===== src/rtl/core/rsi_pkg.sv =====
// rsi_pkg: shared types and constants of the relative strength index unit
// holds payload structs, divider command/status structs and the sequencer states
// no dependencies
package rsi_pkg;

   localparam int PRICE_W = 32;
   localparam int AVG_W   = 48;
   localparam int DIV_W   = 49;
   localparam int QUO_W   = 40;
   localparam int RSI_W   = 15;
   localparam int STEP_W  = 6;
   localparam int PROD_W  = 63;
   localparam int PER_W   = 8;

   // count value that marks the averages as formed
   localparam logic [PER_W-1:0] COUNT_DONE = 8'd255;
   // 100.0 with eight fraction bits
   localparam logic [RSI_W-1:0] RSI_SCALE = 15'd25600;
   localparam logic [PER_W-1:0] PERIOD_RESET = 8'd10;
   // quotient widths seen by the shared divider
   localparam logic [STEP_W-1:0] STEPS_AVG = 6'd40;
   localparam logic [STEP_W-1:0] STEPS_RSI = 6'd15;

   typedef struct packed {
      logic [PRICE_W-1:0] price;
      logic               restart;
   } req_payload_type;

   typedef struct packed {
      logic [RSI_W-1:0] rsi_value;
      logic             rsi_valid;
   } rsp_payload_type;

   typedef struct packed {
      logic              start;
      logic [DIV_W-1:0]  rem_init;
      logic [QUO_W-1:0]  work_init;
      logic [STEP_W-1:0] steps;
      logic [DIV_W-1:0]  divisor;
   } div_cmd_type;

   typedef struct packed {
      logic             done;
      logic [QUO_W-1:0] quotient;
   } div_stat_type;

   typedef struct packed {
      logic             idle;
      logic             done;
      logic [RSI_W-1:0] rsi_value;
      logic             rsi_valid;
   } seq_stat_type;

   typedef enum logic [3:0] {
      ST_IDLE,
      ST_DELTA,
      ST_ACCUM,
      ST_MUL,
      ST_DIV_START,
      ST_DIV_WAIT,
      ST_CHECK,
      ST_RSI_START,
      ST_RSI_WAIT,
      ST_DONE
   } seq_state_type;

endpackage


===== src/rtl/core/relative_strength_index_unit.sv =====
// relative_strength_index_unit: streaming Wilder RSI over Q16.16 prices
// holds the period register and the result register; depends on rsi_pkg,
// rsi_sequencer and rsi_divider
//
//   channel  | ports                                  | direction
//   ---------+----------------------------------------+----------
//   request  | req_valid, req_stall, req_payload      | in
//   response | rsp_valid, rsp_stall, rsp_payload      | out
//   csr      | csr_write_enable, csr_write_data       | in
//
// one transaction at a time. a first price or a warm-up change runs no divide;
// the end of warm-up or a smoothed change runs two average divides and then a
// ratio divide, skipped when the average loss is zero, on the shared divider
// at one bit per cycle (40 quotient bits per average, 15 for the ratio). reset
// is synchronous and clears the series state and period (back to 10). a result
// waits in the output register; a stalled output holds the sequencer at its end.
module relative_strength_index_unit #(
   parameter int PERIOD_MAX = 255
) (
   input  logic                         clock,
   input  logic                         reset,
   input  logic                         req_valid,
   output logic                         req_stall,
   input  rsi_pkg::req_payload_type     req_payload,
   output logic                         rsp_valid,
   input  logic                         rsp_stall,
   output rsi_pkg::rsp_payload_type     rsp_payload,
   input  logic                         csr_write_enable,
   input  logic [rsi_pkg::PER_W-1:0]    csr_write_data
);

   localparam int PMAX_CLIP = (PERIOD_MAX > 255) ? 255 : PERIOD_MAX;
   localparam logic [rsi_pkg::PER_W-1:0] PMAX = rsi_pkg::PER_W'(PMAX_CLIP);

   logic [rsi_pkg::PER_W-1:0]   period_ff, period_in;
   logic [rsi_pkg::PER_W-1:0]   period_n;
   logic                        rsp_valid_ff, rsp_valid_in;
   rsi_pkg::rsp_payload_type    rsp_payload_ff, rsp_payload_in;
   logic                        start;
   logic                        slot_free;
   rsi_pkg::div_cmd_type        div_cmd;
   rsi_pkg::div_stat_type       div_stat;
   rsi_pkg::seq_stat_type       seq_stat;

   // period register and its clamp to 1..PERIOD_MAX
   assign period_in = csr_write_enable ? csr_write_data : period_ff;
   assign period_n  = (period_ff == '0) ? rsi_pkg::PER_W'(1) :
                      ((period_ff > PMAX) ? PMAX : period_ff);

   // request handshake
   assign req_stall = !seq_stat.idle;
   assign start     = req_valid && !req_stall;

   // output register
   assign slot_free = !rsp_valid_ff || !rsp_stall;
   always_comb begin
      rsp_valid_in   = rsp_valid_ff;
      rsp_payload_in = rsp_payload_ff;
      if (seq_stat.done && slot_free) begin
         rsp_valid_in             = 1'b1;
         rsp_payload_in.rsi_value = seq_stat.rsi_value;
         rsp_payload_in.rsi_valid = seq_stat.rsi_valid;
      end else if (!rsp_stall) begin
         rsp_valid_in = 1'b0;
      end
   end

   always_ff @(posedge clock) begin
      if (reset) begin
         period_ff    <= rsi_pkg::PERIOD_RESET;
         rsp_valid_ff <= 1'b0;
      end else begin
         period_ff    <= period_in;
         rsp_valid_ff <= rsp_valid_in;
      end
      rsp_payload_ff <= rsp_payload_in;
   end

   assign rsp_valid   = rsp_valid_ff;
   assign rsp_payload = rsp_payload_ff;

   rsi_sequencer u_sequencer (
      .clock     (clock),
      .reset     (reset),
      .start     (start),
      .req       (req_payload),
      .period    (period_n),
      .slot_free (slot_free),
      .div_cmd   (div_cmd),
      .div_stat  (div_stat),
      .stat      (seq_stat)
   );

   rsi_divider u_divider (
      .clock (clock),
      .reset (reset),
      .cmd   (div_cmd),
      .stat  (div_stat)
   );

endmodule


===== src/rtl/core/rsi_divider.sv =====
// rsi_divider: shared restoring divider, one quotient bit per cycle
// the caller preloads the partial remainder and the left-aligned dividend bits
// depends on rsi_pkg
module rsi_divider (
   input  logic                 clock,
   input  logic                 reset,
   input  rsi_pkg::div_cmd_type cmd,
   output rsi_pkg::div_stat_type stat
);

   logic                        busy_ff, busy_in;
   logic                        done_ff, done_in;
   logic [rsi_pkg::STEP_W-1:0]  cnt_ff, cnt_in;
   logic [rsi_pkg::DIV_W-1:0]   rem_ff, rem_in;
   logic [rsi_pkg::QUO_W-1:0]   work_ff, work_in;
   logic [rsi_pkg::DIV_W-1:0]   div_ff, div_in;

   logic [rsi_pkg::DIV_W:0]     shifted;
   logic [rsi_pkg::DIV_W+1:0]   diff;
   logic                        neg;

   // trial subtract of the divisor from the shifted remainder
   assign shifted = {rem_ff, work_ff[rsi_pkg::QUO_W-1]};
   assign diff    = {1'b0, shifted} - {2'b00, div_ff};
   assign neg     = diff[rsi_pkg::DIV_W+1];

   always_comb begin
      busy_in = busy_ff;
      done_in = 1'b0;
      cnt_in  = cnt_ff;
      rem_in  = rem_ff;
      work_in = work_ff;
      div_in  = div_ff;
      if (cmd.start) begin
         busy_in = 1'b1;
         cnt_in  = cmd.steps;
         rem_in  = cmd.rem_init;
         work_in = cmd.work_init;
         div_in  = cmd.divisor;
      end else if (busy_ff) begin
         rem_in  = neg ? shifted[rsi_pkg::DIV_W-1:0] : diff[rsi_pkg::DIV_W-1:0];
         work_in = {work_ff[rsi_pkg::QUO_W-2:0], ~neg};
         cnt_in  = cnt_ff - 1'b1;
         // last quotient bit
         if (cnt_ff == rsi_pkg::STEP_W'(1)) begin
            busy_in = 1'b0;
            done_in = 1'b1;
         end
      end
   end

   always_ff @(posedge clock) begin
      if (reset) begin
         busy_ff <= 1'b0;
         done_ff <= 1'b0;
         cnt_ff  <= '0;
      end else begin
         busy_ff <= busy_in;
         done_ff <= done_in;
         cnt_ff  <= cnt_in;
      end
      rem_ff  <= rem_in;
      work_ff <= work_in;
      div_ff  <= div_in;
   end

   assign stat.done     = done_ff;
   assign stat.quotient = work_ff;

endmodule


===== src/rtl/core/rsi_sequencer.sv =====
// rsi_sequencer: series state, shared multiplier and the control sequence
// drives the shared divider for the averages and the final ratio
// depends on rsi_pkg
module rsi_sequencer (
   input  logic                         clock,
   input  logic                         reset,
   input  logic                         start,
   input  rsi_pkg::req_payload_type     req,
   input  logic [rsi_pkg::PER_W-1:0]    period,
   input  logic                         slot_free,
   output rsi_pkg::div_cmd_type         div_cmd,
   input  rsi_pkg::div_stat_type        div_stat,
   output rsi_pkg::seq_stat_type        stat
);

   localparam int AW = rsi_pkg::AVG_W;
   localparam int QW = rsi_pkg::QUO_W;
   localparam int PW = rsi_pkg::PRICE_W;

   rsi_pkg::seq_state_type state_ff, state_in;

   logic [PW-1:0]                price_ff, price_in;
   logic                         restart_ff, restart_in;
   logic [PW-1:0]                last_ff, last_in;
   logic                         have_ff, have_in;
   logic [rsi_pkg::PER_W-1:0]    count_ff, count_in;
   logic [AW-1:0]                gain_avg_ff, gain_avg_in;
   logic [AW-1:0]                loss_avg_ff, loss_avg_in;
   logic [PW-1:0]                gain_ff, gain_in;
   logic [PW-1:0]                loss_ff, loss_in;
   logic                         sel_loss_ff, sel_loss_in;
   logic                         smooth_ff, smooth_in;
   logic [rsi_pkg::PROD_W-1:0]   prod_ff, prod_in;
   logic [rsi_pkg::DIV_W-1:0]    total_ff, total_in;
   logic [rsi_pkg::RSI_W-1:0]    res_value_ff, res_value_in;
   logic                         res_valid_ff, res_valid_in;

   logic [AW-1:0]                mul_a;
   logic [rsi_pkg::RSI_W-1:0]    mul_b;
   logic [rsi_pkg::PROD_W-1:0]   mul_p;
   logic [rsi_pkg::PER_W-1:0]    count_nx;
   logic [AW-1:0]                sel_avg;
   logic [PW-1:0]                sel_x;
   logic [AW-1:0]                dividend;
   logic                         new_series;

   // shared multiplier
   assign mul_p = mul_a * mul_b;

   assign count_nx   = count_ff + 1'b1;
   assign sel_avg    = sel_loss_ff ? loss_avg_ff : gain_avg_ff;
   assign sel_x      = sel_loss_ff ? loss_ff : gain_ff;
   assign new_series = restart_ff || !have_ff;
   assign dividend   = smooth_ff ? (prod_ff[AW-1:0] + {{(AW-PW){1'b0}}, sel_x}) : sel_avg;

   // next state
   always_comb begin
      state_in = state_ff;
      case (state_ff)
         rsi_pkg::ST_IDLE: begin
            if (start) state_in = rsi_pkg::ST_DELTA;
         end
         rsi_pkg::ST_DELTA: begin
            state_in = new_series ? rsi_pkg::ST_DONE : rsi_pkg::ST_ACCUM;
         end
         rsi_pkg::ST_ACCUM: begin
            if (count_ff == rsi_pkg::COUNT_DONE) state_in = rsi_pkg::ST_MUL;
            else if (count_nx >= period)         state_in = rsi_pkg::ST_DIV_START;
            else                                 state_in = rsi_pkg::ST_DONE;
         end
         rsi_pkg::ST_MUL:       state_in = rsi_pkg::ST_DIV_START;
         rsi_pkg::ST_DIV_START: state_in = rsi_pkg::ST_DIV_WAIT;
         rsi_pkg::ST_DIV_WAIT: begin
            if (div_stat.done) begin
               if (sel_loss_ff) state_in = rsi_pkg::ST_CHECK;
               else state_in = smooth_ff ? rsi_pkg::ST_MUL : rsi_pkg::ST_DIV_START;
            end
         end
         rsi_pkg::ST_CHECK: begin
            state_in = (loss_avg_ff == '0) ? rsi_pkg::ST_DONE : rsi_pkg::ST_RSI_START;
         end
         rsi_pkg::ST_RSI_START: state_in = rsi_pkg::ST_RSI_WAIT;
         rsi_pkg::ST_RSI_WAIT: begin
            if (div_stat.done) state_in = rsi_pkg::ST_DONE;
         end
         rsi_pkg::ST_DONE: begin
            if (slot_free) state_in = rsi_pkg::ST_IDLE;
         end
         default: state_in = rsi_pkg::ST_IDLE;
      endcase
   end

   // datapath and divider commands per state
   always_comb begin
      price_in     = price_ff;
      restart_in   = restart_ff;
      last_in      = last_ff;
      have_in      = have_ff;
      count_in     = count_ff;
      gain_avg_in  = gain_avg_ff;
      loss_avg_in  = loss_avg_ff;
      gain_in      = gain_ff;
      loss_in      = loss_ff;
      sel_loss_in  = sel_loss_ff;
      smooth_in    = smooth_ff;
      prod_in      = prod_ff;
      total_in     = total_ff;
      res_value_in = res_value_ff;
      res_valid_in = res_valid_ff;
      mul_a        = gain_avg_ff;
      mul_b        = '0;
      div_cmd      = '0;
      case (state_ff)
         rsi_pkg::ST_IDLE: begin
            if (start) begin
               price_in     = req.price;
               restart_in   = req.restart;
               res_value_in = '0;
               res_valid_in = 1'b0;
               sel_loss_in  = 1'b0;
            end
         end
         rsi_pkg::ST_DELTA: begin
            last_in = price_ff;
            if (new_series) begin
               have_in     = 1'b1;
               count_in    = '0;
               gain_avg_in = '0;
               loss_avg_in = '0;
            end else if (price_ff > last_ff) begin
               gain_in = price_ff - last_ff;
               loss_in = '0;
            end else begin
               gain_in = '0;
               loss_in = last_ff - price_ff;
            end
         end
         rsi_pkg::ST_ACCUM: begin
            // warm-up sums, or mark smoothing
            if (count_ff != rsi_pkg::COUNT_DONE) begin
               gain_avg_in = gain_avg_ff + {{(AW-PW){1'b0}}, gain_ff};
               loss_avg_in = loss_avg_ff + {{(AW-PW){1'b0}}, loss_ff};
               smooth_in   = 1'b0;
               count_in    = (count_nx >= period) ? rsi_pkg::COUNT_DONE : count_nx;
            end else begin
               smooth_in = 1'b1;
            end
         end
         rsi_pkg::ST_MUL: begin
            // avg * (n - 1)
            mul_a   = sel_avg;
            mul_b   = {{(rsi_pkg::RSI_W-rsi_pkg::PER_W){1'b0}}, period - 1'b1};
            prod_in = mul_p;
         end
         rsi_pkg::ST_DIV_START: begin
            div_cmd.start     = 1'b1;
            div_cmd.rem_init  = {{(rsi_pkg::DIV_W-(AW-QW)){1'b0}}, dividend[AW-1:QW]};
            div_cmd.work_init = dividend[QW-1:0];
            div_cmd.steps     = rsi_pkg::STEPS_AVG;
            div_cmd.divisor   = {{(rsi_pkg::DIV_W-rsi_pkg::PER_W){1'b0}}, period};
         end
         rsi_pkg::ST_DIV_WAIT: begin
            if (div_stat.done) begin
               if (sel_loss_ff) loss_avg_in = {{(AW-QW){1'b0}}, div_stat.quotient};
               else             gain_avg_in = {{(AW-QW){1'b0}}, div_stat.quotient};
               sel_loss_in = 1'b1;
            end
         end
         rsi_pkg::ST_CHECK: begin
            // 25600 * gain and gain + loss
            mul_a    = gain_avg_ff;
            mul_b    = rsi_pkg::RSI_SCALE;
            prod_in  = mul_p;
            total_in = {1'b0, gain_avg_ff} + {1'b0, loss_avg_ff};
         end
         rsi_pkg::ST_RSI_START: begin
            // quotient stays below 2^15, so the top bits start as the remainder
            div_cmd.start     = 1'b1;
            div_cmd.rem_init  = {1'b0, prod_ff[rsi_pkg::PROD_W-1:rsi_pkg::RSI_W]};
            div_cmd.work_init = {prod_ff[rsi_pkg::RSI_W-1:0], {(QW-rsi_pkg::RSI_W){1'b0}}};
            div_cmd.steps     = rsi_pkg::STEPS_RSI;
            div_cmd.divisor   = total_ff;
         end
         rsi_pkg::ST_RSI_WAIT: begin
            if (div_stat.done) begin
               res_value_in = div_stat.quotient[rsi_pkg::RSI_W-1:0];
               res_valid_in = 1'b1;
            end
         end
         rsi_pkg::ST_DONE: begin
         end
         default: begin
         end
      endcase
   end

   always_ff @(posedge clock) begin
      if (reset) begin
         state_ff    <= rsi_pkg::ST_IDLE;
         last_ff     <= '0;
         have_ff     <= 1'b0;
         count_ff    <= '0;
         gain_avg_ff <= '0;
         loss_avg_ff <= '0;
         sel_loss_ff <= 1'b0;
         smooth_ff   <= 1'b0;
      end else begin
         state_ff    <= state_in;
         last_ff     <= last_in;
         have_ff     <= have_in;
         count_ff    <= count_in;
         gain_avg_ff <= gain_avg_in;
         loss_avg_ff <= loss_avg_in;
         sel_loss_ff <= sel_loss_in;
         smooth_ff   <= smooth_in;
      end
      price_ff     <= price_in;
      restart_ff   <= restart_in;
      gain_ff      <= gain_in;
      loss_ff      <= loss_in;
      prod_ff      <= prod_in;
      total_ff     <= total_in;
      res_value_ff <= res_value_in;
      res_valid_ff <= res_valid_in;
   end

   assign stat.idle      = (state_ff == rsi_pkg::ST_IDLE);
   assign stat.done      = (state_ff == rsi_pkg::ST_DONE);
   assign stat.rsi_value = res_value_ff;
   assign stat.rsi_valid = res_valid_ff;

endmodule


===== config.mk =====
export PLATFORM = sky130hd
export DESIGN_NAME = relative_strength_index_unit
export DESIGN_NICKNAME = d
export VERILOG_FILES = /design/src/rtl/core/rsi_pkg.sv /design/src/rtl/core/relative_strength_index_unit.sv /design/src/rtl/core/rsi_divider.sv /design/src/rtl/core/rsi_sequencer.sv
export SDC_FILE = /design/constraint.sdc
export NUM_CORES = 2
export LEC_CHECK = 0
export BUFFER_PORTS_ARGS = -buffer_cell sky130_fd_sc_hd__buf_2
export CELL_PAD_IN_SITES_DETAIL_PLACEMENT = 0
export CELL_PAD_IN_SITES_GLOBAL_PLACEMENT = 1
export CORE_AREA = 2 2 400 402
export DETAILED_ROUTE_END_ITERATION = 8
export DIE_AREA = 0 0 402 404
export PLACE_DENSITY_LB_ADDON = 0.08
export SYNTH_ARGS = -nofsm -noshare
export SYNTH_HDL_FRONTEND = slang
export SYNTH_SLANG_ARGS = --single-unit

===== constraint.sdc =====
create_clock -name clock -period 18.56 [get_ports clock]
set_clock_uncertainty 0.1 [all_clocks]
set_input_delay 3.712 -clock clock [delete_from_list [all_inputs] [get_ports clock]]
set_output_delay 3.712 -clock clock [all_outputs]
set_load 0.005 [all_outputs]

# After elaboration in Yosys (flattened, before gate mapping)
# Index checks and enable logic that the tools add are counted.
# word_totals
n_memories,0
rom_bits,0
latch_bits,0
elab_cells,144
ramBits,0
inputBits,46
out_inout_bits,18
reg_bits,539
# op_classes
n_addsub,10
n_shift,0
order_cmp,3
n_bitwise,3
eq_ne,21
reduce_logical,27
div_mod_pow,0
mux,53
n_mul,1
# ops
cell,count
2-to-1 mux 48 bit,10
one-hot mux 145 bit (2 select lines),1
one-hot mux 48 bit (3 select lines),2
2-to-1 mux 49 bit,3
adder 48 x 32 -> 48 bit,3
2-to-1 mux 40 bit,2
subtractor 32 bit,2
multiplier 48 x 15 -> 63 bit,1
one-hot mux 15 bit (2 select lines),2
subtractor 50 x 49 -> 51 bit,1
adder 48 x 48 -> 49 bit,1
zero test 48 bit,1
2-to-1 mux 8 bit,5
one-hot mux 4 bit (10 select lines),1
2-to-1 mux 4 bit,9
greater-than comparator 32 bit,1
2-to-1 mux 32 bit,1
2-to-1 mux 15 bit,2
== test 4 x 3 -> 1 bit (second input constant),4
one-hot mux 8 bit (2 select lines),1
2-to-1 mux 6 bit,2
inequality test 2 x 1 -> 1 bit (second input constant),6
AND reduction 5 bit,2
2-to-1 mux 1 bit,9
27 further kinds,46

# Depth between registers and ports, before layout
# logic_depth
ltp_word,7
mapped_depth,37
ltp_nobuf,34

# By module
# Synthesis repeated with hierarchy kept, for this count alone.
# hier_totals
hier_cells,6267
area_unflattened_um2,55739.7
# modules_own_cells
module,cells_per_inst,area_per_inst_um2,seq_area_each_um2,instances
rsi_sequencer,5371,45984.1,9619.2,1
rsi_divider,837,8887.3,4304.1,1
relative_strength_index_unit,59,868.3,660.6,1

# Least setup slack after synthesis
# OpenSTA, ideal clock, no wires.
# synth_path
kind,register to register
startpoint,reg u_sequencer.state_ff[0]
endpoint,"reg u_sequencer.prod_ff[58] in the netlist's numbering, data pin"
synth_period_minus_slack_ns,8.680
arrival_time_ns,8.321
setup_time_ns,0.258
required_ns,18.202
stages_incl_launch_ff,30
setup_slack_ns,9.880
cell_sequence,dfxtp_1 clkbuf_1 nor2_1 nand3_1 inv_1 clkbuf_1 nand2b_1 inv_1 ha_1 inv_1 fa_1 fa_1 inv_1 fa_1 fa_1 inv_1 fa_1 inv_1 ha_1 buf_2 nand4_1 or3_1 or3_1 o32ai_2 o22ai_1 o21a_1 o21a_1 o31ai_4 a31oi_1 xnor2_1
# synth_between
elab_chain_len,3
word_cells_on_any_way,5
cone_classes,1 x mul; 2 x eq/ne; 2 x mux
# synth_lines
element,line,rtl
start: declaration,rsi_sequencer.sv:20,"rsi_pkg::seq_state_type state_ff, state_in;"
start signal: assignment,rsi_sequencer.sv:199,state_ff <= rsi_pkg::ST_IDLE;
start signal: assignment,rsi_sequencer.sv:208,state_ff <= state_in;
== test 4 x 3 -> 1 bit or == test 4 x 2 -> 1 bit (tied branches),rsi_sequencer.sv:113,case (state_ff)
one-hot mux 15 bit (2 select lines) or 2-to-1 mux 48 bit (tied branches),rsi_sequencer.sv:113,
multiplier 48 x 15 -> 63 bit *,rsi_sequencer.sv:48,assign mul_p = mul_a * mul_b;
"named net u_sequencer.mul_p, one bit",rsi_sequencer.sv:40,logic [rsi_pkg::PROD_W-1:0] mul_p;
end signal: assignment,rsi_sequencer.sv:221,prod_ff <= prod_in;
end: declaration,rsi_sequencer.sv:33,"logic [rsi_pkg::PROD_W-1:0] prod_ff, prod_in;"
# Mark *: on every way through the listed nets, which the timed path passes. The rest lies on a longest branch.
# A chain may end at the register's enable or synchronous reset.

# Worst setup path after layout
# Same ends and word-level chain as after synthesis.

==> impl_metrics.env <==
export IMPL_status="complete, no violations"
export IMPL_first_iter_violations=3704
export IMPL_die_area_mm2=0.162
export IMPL_yosys_area_top_type="edfxtp_1"
export IMPL_num_vias=44878
export IMPL_layout_worst_path_cycle_share_pct=54.3
export IMPL_numPortBuffers=63
export IMPL_post_place_cells=8184
export IMPL_min_delay_path_class="reg -> reg"
export IMPL_finalSetupTns_ps=0
export IMPL_p_leak_nw=27.2
export IMPL_die_h_um=404
export IMPL_drc=0
export IMPL_syn_to_final_growth_pct=9.00
export IMPL_grt_pass1_vias=45203
export IMPL_globalplace_congestion=0.957
export IMPL_cellPowerDensity_mw_per_mm2=86.1
export IMPL_synth_cells=6215
export IMPL_cts_setup_buffers=0
export IMPL_firstDrtPassIters=5
export IMPL_arrival_ps=10410
export IMPL_cts_resized=0
export IMPL_seqCellArea_mm2=0.0146
export IMPL_num_rows=146
export IMPL_grt_util_all_layers_pct=25.7
export IMPL_clk_pin_slew_ps=60
export IMPL_path_class="reg -> reg"
export IMPL_netlist_area_leader_share_pct=20.7
export IMPL_numCtsBuffers=68
export IMPL_h_tree_depth=3
export IMPL_period_needed_ps=10090
export IMPL_crit_path_start_kind="flip-flop"
export IMPL_fillCellCount=16387
export IMPL_synth_distinct_cells=98
export IMPL_timing_fmax_ghz=0.0992
export IMPL_core_area_mm2=0.158
export IMPL_critPathCaptureType="flip-flop"
export IMPL_initial_core_util_pct=34.8
export IMPL_slew_violations=0
export IMPL_seq_area_frac_synth_pct=26.5
export IMPL_detail_route_vias_per_cell=5.40
export IMPL_synth_area_per_cell_um2=8.85
export IMPL_nets=7173
export IMPL_finalSetupViolations=0
export IMPL_cts_root_buf="clkbuf_16"
export IMPL_clkSinkCount=539
export IMPL_yosys_top_cells_area="edfxtp_1 (21%), fa_1 (15%), ha_1 (12%)"
export IMPL_die_w_um=402
export IMPL_antenna_found_initial=17
export IMPL_overflow=0
export IMPL_drive_gt1_share_pct=6.08
export IMPL_hold_viol_final=0
export IMPL_drtAntennaViolNets=0
export IMPL_async_flop_share_pct=0
export IMPL_synth_seq_cells=539
export IMPL_grt_max_degree=71
export IMPL_clock_latency_ps=690
export IMPL_r2r_start="u_sequencer.state_ff[0]"
export IMPL_yosysMostFrequentCell="inv_1"
export IMPL_post_drt_wl_per_cell_um=25.2
export IMPL_hpwlAfterDp_mm=169
export IMPL_routed_wirelength_mm=210
export IMPL_multi_input_area_mm2=0.0362
export IMPL_synth_edf_count=379
export IMPL_hold_buffers=0
export IMPL_cts_tree="built"
export IMPL_grt_pass1_wl_mm=311
export IMPL_io_pins=64
export IMPL_rsz0062_at_grt="false"
export IMPL_maxCapViolations=0
export IMPL_synthTopCellsByCount="inv_1 (884), nor2_1 (786), ha_1 (535)"
export IMPL_synth_fp_nets=7206
export IMPL_ir_drop_mv=0.0816
export IMPL_crit_required_ps=18880
export IMPL_synthFlopType="edfxtp_1"
export IMPL_tightest_slew_ps=1270
export IMPL_fin_cells=8314
export IMPL_clock_path_buffers=3
export IMPL_crit_start="u_sequencer.state_ff[0]"
export IMPL_utilization_pct=38.0
export IMPL_worst_path_max_fanout=43
export IMPL_synth_area_mm2=0.0550
export IMPL_min_from="u_sequencer.res_value_ff[0]"
export IMPL_yosys_warnings=0
export IMPL_max_slew_margin_pct=15.4
-- metal layers --
metal | GRT usage [%] | vias up | part of all wire, %
met4 | 8.61 | 14 | 3.7
li1 | - | 21087 | -
met1 | 36.6 | 22198 | 47
met5 | 0 | - | 0.051
met3 | 3.72 | 301 | 5.2
met2 | 39.9 | 1278 | 44
-- metrics by stage --
step / setup WS [ps] / instance area (um2) / hold slack [ps] / total power [mW]
after floorplan: 9880 / 55000 / 300 / 2.90
after global placement: 8510 / 57700 / 304 / 3.78
after detailed placement: 8460 / 57700 / 305 / 3.77
after CTS: 8390 / 59900 / 319 / 5.16
after global routing: 8000 / 59900 / 326 / 5.42
final: 8470 / 59900 / 319 / 5.16
-- sequential cells by signal (all words and copies together), names as in the netlist, 4 cells and up --
register	count
u_sequencer.loss_avg_ff	48
u_sequencer.prod_ff	63
u_sequencer.last_ff	32
rsp_payload	16
u_divider.div_ff	49
u_sequencer.loss_ff	32
u_divider.rem_ff	49
u_sequencer.price_ff	32
u_sequencer.gain_ff	32
u_divider.work_ff	40
u_sequencer.state_ff	4
period_ff	8
u_divider.cnt_ff	6
u_sequencer.res_value_ff	15
u_sequencer.count_ff	8
u_sequencer.total_ff	49
u_sequencer.gain_avg_ff	48
-- path summary, 6_finish.rpt --
check                                               end  slack, ps  cells after the start
worst max-delay path            u_sequencer.prod_ff[58]       8470                     25
worst min-delay path                     rsp_payload[1]        320                      0
worst max register to register  u_sequencer.prod_ff[58]       8470                     25
worst min register to register           rsp_payload[1]        320                      0
-- critical path: stages, from the launching register on --
cell and delay (ps):
dfxtp_1 580, nand2b_1 350, nor2_1 920, nand2_2 70
buf_4 450, mux2i_1 910, nor2_1 110, fa_1 520
inv_1 60, fa_1 550, inv_1 60, fa_1 490
fa_1 570, fa_1 450, fa_1 480, ha_1 480
inv_1 130, or3_1 420, or3_1 380, o32ai_2 310
o22ai_1 290, o21a_1 270, o21a_1 280, o31ai_4 270
a31oi_1 130, xnor2_1 130
-- power breakdown --
part	internal, mW	switching, mW
registers	1.46	0.243
clock network	0.782	0.587
logic	0.707	1.38
-- cells by family after synthesis --
group / after synthesis / share of synthesized area, %
mux: 149 / 2.82
compound gates: 1372 / 16.1
buf+inv: 1138 / 7.82
xor+xnor: 318 / 5.07
simple gates: 1754 / 14.6
fa+ha+maj: 945 / 27.1
flops: 539 / 26.5
-- cell type report --
class / instances / share of cell area (%)
clock buffer: 92 / 3.09
sequential: 539 / 24.3
inverter: 884 / 5.54
antenna: 4 / 0.0167
multi-input combinational: 4538 / 60.4
clock inverter: 34 / 0.637
timing repair buffer: 151 / 1.63
tap: 2072 / 4.33
-- cells in the final DEF (no fill, tap or decap), types with 12 or more instances in the layout --
cell type  count
dfxtp_1      158
o31ai_1       17
ha_1         535
xnor2_1      194
a211oi_1      25
o21ai_1       17
nor2_1       782
and3_1        51
o21a_1        35
clkbuf_16     69
or3_1         25
or2_2         22
nand3_1       76
nor2b_1       51
inv_1        882
a21oi_1      420
nand4_1       64
buf_2         62
nand2_1      344
clkbuf_1      19
nor4_1        23
fa_1         410
xor2_1       124
nor3_1        97
o21ai_0      278
mux2_2        46
and2_1        67
a31oi_1       55
nand2b_1      94
o21bai_1      49
a21o_1       199
mux2i_1      100
a221oi_1      82
clkinv_2      12
o211ai_1      25
buf_4         89
a22o_1        16
edfxtp_1     379
Power figures use the tool's default switching activity.
